$ cat src/hdl/hcs_pkg.sv
// ----------------------------------------------------------------------------
// hcs_pkg
// Types and constants shared by the contrast stretch block.
// ----------------------------------------------------------------------------
package hcs_pkg;

    localparam int NUM_LEVELS = 256;
    localparam int LEVEL_W    = 8;
    localparam int COUNT_W    = 17;
    localparam int FRAC_W     = 17;
    localparam int FRAC_BITS  = 16;
    localparam int CUT_W      = 2 * COUNT_W - FRAC_BITS;   // 18
    localparam int CUM_W      = COUNT_W + LEVEL_W;         // 25
    localparam int CMD_W      = 2;
    localparam int REG_IDX_W  = 1;
    localparam logic [LEVEL_W-1:0] TOP_LEVEL = 8'd255;

    localparam logic [CMD_W-1:0] CMD_ACCUM  = 2'd0;
    localparam logic [CMD_W-1:0] CMD_FINISH = 2'd1;
    localparam logic [CMD_W-1:0] CMD_MAP    = 2'd2;
    localparam logic [CMD_W-1:0] CMD_NONE   = 2'd3;   // unused, ignored

    localparam logic [REG_IDX_W-1:0] REG_LOW_FRACTION  = 1'b0;
    localparam logic [REG_IDX_W-1:0] REG_HIGH_FRACTION = 1'b1;

    typedef enum logic [3:0] {
        ST_IDLE,
        ST_INC,
        ST_MUL_LO,
        ST_MUL_HI,
        ST_SCAN_RD,
        ST_SCAN_ACC,
        ST_DIV_INIT,
        ST_DIV,
        ST_FILL,
        ST_EMIT
    } hcs_state_t;

    typedef struct packed {
        logic accept;
        logic inc;
        logic mul_lo;
        logic mul_hi;
        logic scan_rd;
        logic scan_acc;
        logic div_start;
        logic div_step;
        logic fill;
        logic finish_clear;
        logic load_out;
    } hcs_cmd_t;

    typedef struct packed {
        logic scan_done;
        logic div_last;
        logic fill_last;
        logic out_free;
    } hcs_status_t;

endpackage

$ cat src/hdl/hcs_ctrl.sv
// ----------------------------------------------------------------------------
// hcs_ctrl
// Sequencer for accumulate, finish (scan, divide, map fill) and map lookup.
// ----------------------------------------------------------------------------
module hcs_ctrl
    import hcs_pkg::*;
(
    input  logic                clk,
    input  logic                rst_n,
    input  logic                req_valid,
    input  logic [CMD_W-1:0]    req_command,
    output logic                req_ready,
    input  hcs_status_t         status,
    output hcs_cmd_t            cmd
);

    hcs_state_t state_reg, state_next;

    always_ff @(posedge clk or negedge rst_n)
    begin
        if (!rst_n)
            state_reg <= ST_IDLE;
        else
            state_reg <= state_next;
    end

    always_comb
    begin
        state_next = state_reg;
        cmd        = '0;
        req_ready  = 1'b0;
        unique case (state_reg)
            ST_IDLE:
            begin
                req_ready = 1'b1;
                if (req_valid)
                begin
                    cmd.accept = 1'b1;
                    unique case (req_command)
                        CMD_ACCUM:  state_next = ST_INC;
                        CMD_FINISH: state_next = ST_MUL_LO;
                        CMD_MAP:    state_next = ST_EMIT;
                        default:    state_next = ST_IDLE;
                    endcase
                end
            end
            ST_INC:
            begin
                cmd.inc    = 1'b1;
                state_next = ST_IDLE;
            end
            ST_MUL_LO:
            begin
                cmd.mul_lo = 1'b1;
                state_next = ST_MUL_HI;
            end
            ST_MUL_HI:
            begin
                cmd.mul_hi = 1'b1;
                state_next = ST_SCAN_RD;
            end
            ST_SCAN_RD:
            begin
                cmd.scan_rd = 1'b1;
                state_next  = ST_SCAN_ACC;
            end
            ST_SCAN_ACC:
            begin
                cmd.scan_acc = 1'b1;
                state_next   = status.scan_done ? ST_DIV_INIT : ST_SCAN_RD;
            end
            ST_DIV_INIT:
            begin
                cmd.div_start = 1'b1;
                state_next    = ST_DIV;
            end
            ST_DIV:
            begin
                cmd.div_step = 1'b1;
                if (status.div_last)
                    state_next = ST_FILL;
            end
            ST_FILL:
            begin
                cmd.fill = 1'b1;
                if (status.fill_last)
                begin
                    cmd.finish_clear = 1'b1;
                    state_next       = ST_EMIT;
                end
            end
            ST_EMIT:
            begin
                if (status.out_free)
                begin
                    cmd.load_out = 1'b1;
                    state_next   = ST_IDLE;
                end
            end
            default: state_next = ST_IDLE;
        endcase
    end

endmodule

$ cat config.mk
export PLATFORM = sky130hd
export DESIGN_NAME = hcs_ctrl
export DESIGN_NICKNAME = d
export VERILOG_FILES = /design/src/hdl/hcs_pkg.sv /design/src/hdl/hcs_ctrl.sv
export SDC_FILE = /design/constraint.sdc
export NUM_CORES = 1
export LEC_CHECK = 0
export BUFFER_PORTS_ARGS = -buffer_cell sky130_fd_sc_hd__buf_2
export CAP_MARGIN = 20
export CORE_AREA = 2 2 39 41
export DETAILED_ROUTE_END_ITERATION = 8
export DIE_AREA = 0 0 41 43
export PLACE_DENSITY_LB_ADDON = 0.25
export SETUP_SLACK_MARGIN = 0.3
export SYNTH_ARGS = -nofsm -noshare
export SYNTH_HDL_FRONTEND = slang
export SYNTH_SLANG_ARGS = --single-unit
$ cat constraint.sdc
create_clock -name clk -period 3 [get_ports clk]
set_clock_uncertainty 0.05 [all_clocks]
set_input_delay 0.15 -clock clk [delete_from_list [all_inputs] [get_ports clk]]
set_output_delay 0.15 -clock clk [all_outputs]
set_load 0.05 [all_outputs]
Word-level counts from Yosys, hierarchy flattened

Index checks and enable logic that the tools add are counted.

Equality and inequality tests: 15
Mux-type cells: 21
Reductions and logical operators: 3

Operator list:

| kind                                                            | count |
|---|---|
| 4-bit case mux with 9 select lines                              | 1 |
| 4-bit by 3-bit == test with 1-bit output, second input constant | 4 |
| 4-bit 2-to-1 mux                                                | 4 |
| 1-bit 2-to-1 mux                                                | 13 |
| 4-bit case mux with 3 select lines                              | 1 |
| 4-bit by 2-bit == test with 1-bit output, second input constant | 2 |
| 4-bit == test, second input constant                            | 2 |
| 2-bit != test, second input constant                            | 4 |
| 4-bit by 1-bit == test with 1-bit output, second input constant | 1 |
| 4-bit zero test                                                 | 1 |
| 2-bit 2-to-1 mux                                                | 2 |
| 4-bit AND reduction                                             | 1 |
| 2-bit by 1-bit == test with 1-bit output, second input constant | 1 |
| 2-bit == test, second input constant                            | 1 |
| 2-bit zero test                                                 | 1 |

Bits in registers: 4

Logic depth before layout (Yosys ltp)

Depth in word-level cells: 4
Mapped depth: 5
Depth with buffers taken out: 4

Worst setup path before layout

No wires, ideal clock.

Path type: reg2out
Start point: register state_reg[1]
End point: output cmd[10] (netlist name)
Arrival: 2126 ps
Setup slack: 674 ps
Stages on the path, launching flop included: 4
Path buffers: 1
Cell sequence: dfrtp_1 > clkbuf_4 > nor4_2 > and2_1

RTL lines:

| item                     | line           | RTL |
|---|---|---|
| start: declaration       | hcs_ctrl.sv:17 | `hcs_state_t state_reg, state_next;` |
| start signal: assignment | hcs_ctrl.sv:24 | `state_reg <= state_next;` |
| end: declaration         | hcs_ctrl.sv:14 | `output hcs_cmd_t cmd` |

==> qor.log <==
INFO  place          portBuffers=20
INFO  global_routing pin_count_of_the_biggest_net_entering_global_routing=17
INFO  synth          yosys.cell_types.count=26
INFO  setup_path     r2r_slack=1.31ns
INFO  cts            cts_max_level=1
INFO  sta            final_hold_viol_count=0
INFO  cts            clock_sink_count=4
INFO  die            dieArea=1760µm²
INFO  synth          syn-instance-count=53
INFO  sta            peak_freq=547MHz
INFO  synth          syn-num-nets=62
INFO  power          post-layout-total-power=0.000588W
INFO  final_layout   diodes=0
INFO  global_routing first_global_vias=405
INFO  flow_run       timing.max_cap.violations=0
INFO  final_layout   multiInputGateArea=274µm²
INFO  global_routing grt_first_pass_wirelength=1.72mm
INFO  final_layout   footprint_of_the_flip_flops_and_latches=100µm²
INFO  global_routing globalRouteOverflowTotal=0
INFO  routing        drt_iter0_drc=8
INFO  setup_path     required=2.80ns
INFO  place          placed_cells_incl_taps=85
INFO  setup_path     timing.critical_path.from_type=register
INFO  die            width_of_the_die=41µm
INFO  synth          yosysTopAreaCell=sky130_fd_sc_hd__dfrtp_1
INFO  setup_path     critical_path.endpoint_type=primary output
INFO  power          pwr-share-clk=11.3%
INFO  synth          post_synth_instance_area=424µm²
INFO  cts            cts_tree=yes
INFO  setup_path     rr_startpoint=state_reg[2]$_DFFE_PN0P_
INFO  final_layout   nNetsFinal=84
INFO  sta            final_min_period_over_clock_period=61.0%
INFO  setup_path     worst-setup-path-type=reg2out
INFO  global_routing grt_antenna_before_repair=0
INFO  synth          yosysWarningCount=0
INFO  setup_path     reg2reg_depth=4
INFO  power          combinationalPowerShare=62.8%
INFO  power          power_report.internal_total=0.000241W
INFO  final_layout   syn2layout_area_growth=28.6%
INFO  worst_hold_path min-delay-path-class=in2reg
INFO  routing        detail_route.vias_per_cell=5.08
INFO  sta            final_critical_period=1.83ns
INFO  sta            final-setup-viol-count=0
INFO  outcome        status=finished clean
INFO  synth          avgSynthCellArea=8.00µm²
INFO  final_layout   largest_register_ffs=4
INFO  cts            cts_root_buffer=sky130_fd_sc_hd__clkbuf_4
INFO  final_layout   n_fill_cell=164
INFO  final_layout   utilization=39.4%
INFO  die            placementRows=14
INFO  synth          synthArstFlopShare=100%
INFO  power          p_seq_share=25.9%
INFO  sta            final.setup.tns=0ns
INFO  worst_hold_path hold_depth=2
INFO  power          p_sw_share=58.9%
INFO  synth          synth.most_common_cell=sky130_fd_sc_hd__nor2_1
INFO  power          cellLeakagePower=0.279nW
INFO  synth          synth_edf_count=0
INFO  place          post_detail_place_hpwl=779µm
INFO  sta            fin_hold_ws=0.126ns
INFO  die            core_region_area=1380µm²
INFO  sta            slew_of_the_pin_with_the_lowest_slew_margin=0.490ns
INFO  global_routing total_routing_usage_reported_by_global_routing=14.1%
INFO  power          max-vdd-ir-drop=0.586mV
INFO  routing        postRouteAntennaNets=0
INFO  die            dieHeight=43µm
INFO  cts            clkLatencyLatePin=0.24ns
INFO  routing        routed_wl=1.02mm
INFO  routing        wl_per_cell=11.4µm
INFO  sta            max_transition_viols_final=0
INFO  sta            slew-limit-headroom=67.3%
INFO  synth          synth-seq-area-share=23.6%
INFO  final_layout   final_cells=89
INFO  cts            clkSlewWorstSetupHoldPaths=0.04ns
INFO  synth          synth_top_cells_by_count=sky130_fd_sc_hd__nor2_1 (6), sky130_fd_sc_hd__inv_1 (5), sky130_fd_sc_hd__nor3_1 (5)
INFO  sta            rsz0062_at_grt=no
INFO  die            design.portCount=21
INFO  die            start_util=30.7%
INFO  synth          post-synth-top-area-fraction=23.6%
INFO  synth          post_synth_main_area_contributors=sky130_fd_sc_hd__dfrtp_1 (24%), sky130_fd_sc_hd__nor3_1 (5.9%), sky130_fd_sc_hd__nor4b_4 (5.6%)
INFO  final_layout   drive_above_1_share=38.4%
INFO  worst_hold_path hp-start=status[2]
INFO  routing        detail_route.first_pass.iterations=4
INFO  cts            tritoncts.num_buffers=3
INFO  routing        drc_errors=0
INFO  routing        dr_total_vias=452
INFO  synth          synth_seq_cells=4
INFO  place          finalWeightedCongestion=0.779
INFO  setup_path     cp_data_arrival_time=1.63ns
INFO  cts            clk_path_buf_depth=2
INFO  power          cell_pwr_density=1080nW/µm²
INFO  setup_path     critical_path.reg2reg.endpoint=state_reg[3]$_DFFE_PN0P_
INFO  worst_hold_path worstHoldEndpoint=state_reg[1]$_DFFE_PN0P_
INFO  setup_path     crit_path_max_fanout=14
INFO  power          power.switching=0.000346W
INFO  synth          synthFlopType=sky130_fd_sc_hd__dfrtp_1
-- final cells by class --
type	instances	share of cell area [%]
Inverter	5	3.44
Multi-Input combinational cell	40	50.2
Timing Repair Buffer	21	20.2
Tap cell	16	3.67
Sequential cell	4	18.3
Clock buffer	3	4.13
-- critical path, cell delays in order (launching register included) --
cell                      delay, ns
sky130_fd_sc_hd__dfrtp_1       0.55
sky130_fd_sc_hd__nor4_2        0.42
sky130_fd_sc_hd__and2_1        0.17
sky130_fd_sc_hd__buf_2         0.25
-- layout by cell type (no fill, tap or decap), types with 2 or more instances in the layout --
master,n
sky130_fd_sc_hd__nand2_1,4
sky130_fd_sc_hd__nor3_1,5
sky130_fd_sc_hd__dfrtp_1,4
sky130_fd_sc_hd__and2_1,2
sky130_fd_sc_hd__nor2_1,6
sky130_fd_sc_hd__a21oi_1,3
sky130_fd_sc_hd__nand3b_1,2
sky130_fd_sc_hd__nand4b_1,2
sky130_fd_sc_hd__nand2b_1,3
sky130_fd_sc_hd__buf_2,20
sky130_fd_sc_hd__clkbuf_4,3
sky130_fd_sc_hd__inv_1,5
sky130_fd_sc_hd__o21ai_0,2
-- per-stage QoR --
step,worst slack [ns],area [µm²]
final,1.17,546
after global routing,1.05,546
after CTS,1.17,546
after detailed placement,1.34,513
after global placement,1.37,513
after floorplan,0.674,424
-- power groups by stage --
stage	sequential (W)	combinational, W	clock, W
final	0.000152	0.000369	0.0000665
after floorplan	0.000101	0.000363	0
after CTS	0.000150	0.000373	0.0000694
after detailed placement	0.000151	0.000371	0
after global placement	0.000148	0.000371	0
after global routing	0.000160	0.000396	0.0000754
-- how the worst max path moves through the flow --
stage	startpoint	end	slack (ns)	depth (start not counted)
after floorplan	state_reg[1]$_DFFE_PN0P_	cmd[10]	0.67	3
after global placement	state_reg[3]$_DFFE_PN0P_	state_reg[3]$_DFFE_PN0P_	1.37	4
after detailed placement	state_reg[2]$_DFFE_PN0P_	state_reg[3]$_DFFE_PN0P_	1.34	4
after CTS	state_reg[2]$_DFFE_PN0P_	cmd[10]	1.17	3
after global routing	state_reg[2]$_DFFE_PN0P_	cmd[10]	1.05	3
final	state_reg[2]$_DFFE_PN0P_	cmd[10]	1.17	3
-- cells by family (layout without fill, tap and decap cells) --
group	count (synthesis)	count (layout)	share of synthesized area (%)
and+or+nand+nor	27	27	39.5
buffers and inverters	9	29	11.8
DFF	4	4	23.6
AOI/OAI and AO/OA	11	11	19.2
muxes	2	2	5.90
-- metal layers --
metal,vias to the layer above,part of all wire (%),track usage [%]
met4,0,1.4,8.00
li1,231,-,-
met3,2,5.3,3.14
met2,11,50,19.7
met1,208,44,19.1
met5,-,0,0
-- repair_timing --
item | 4_1_cts | 5_1_grt
setup buffers | 0 | 0
hold buffers | 1 | 0
hold endpoints to repair | 4 | 0
gates resized for setup | 0 | 0
setup endpoints to repair | 0 | 0
(Power assumes the default switching activity.)
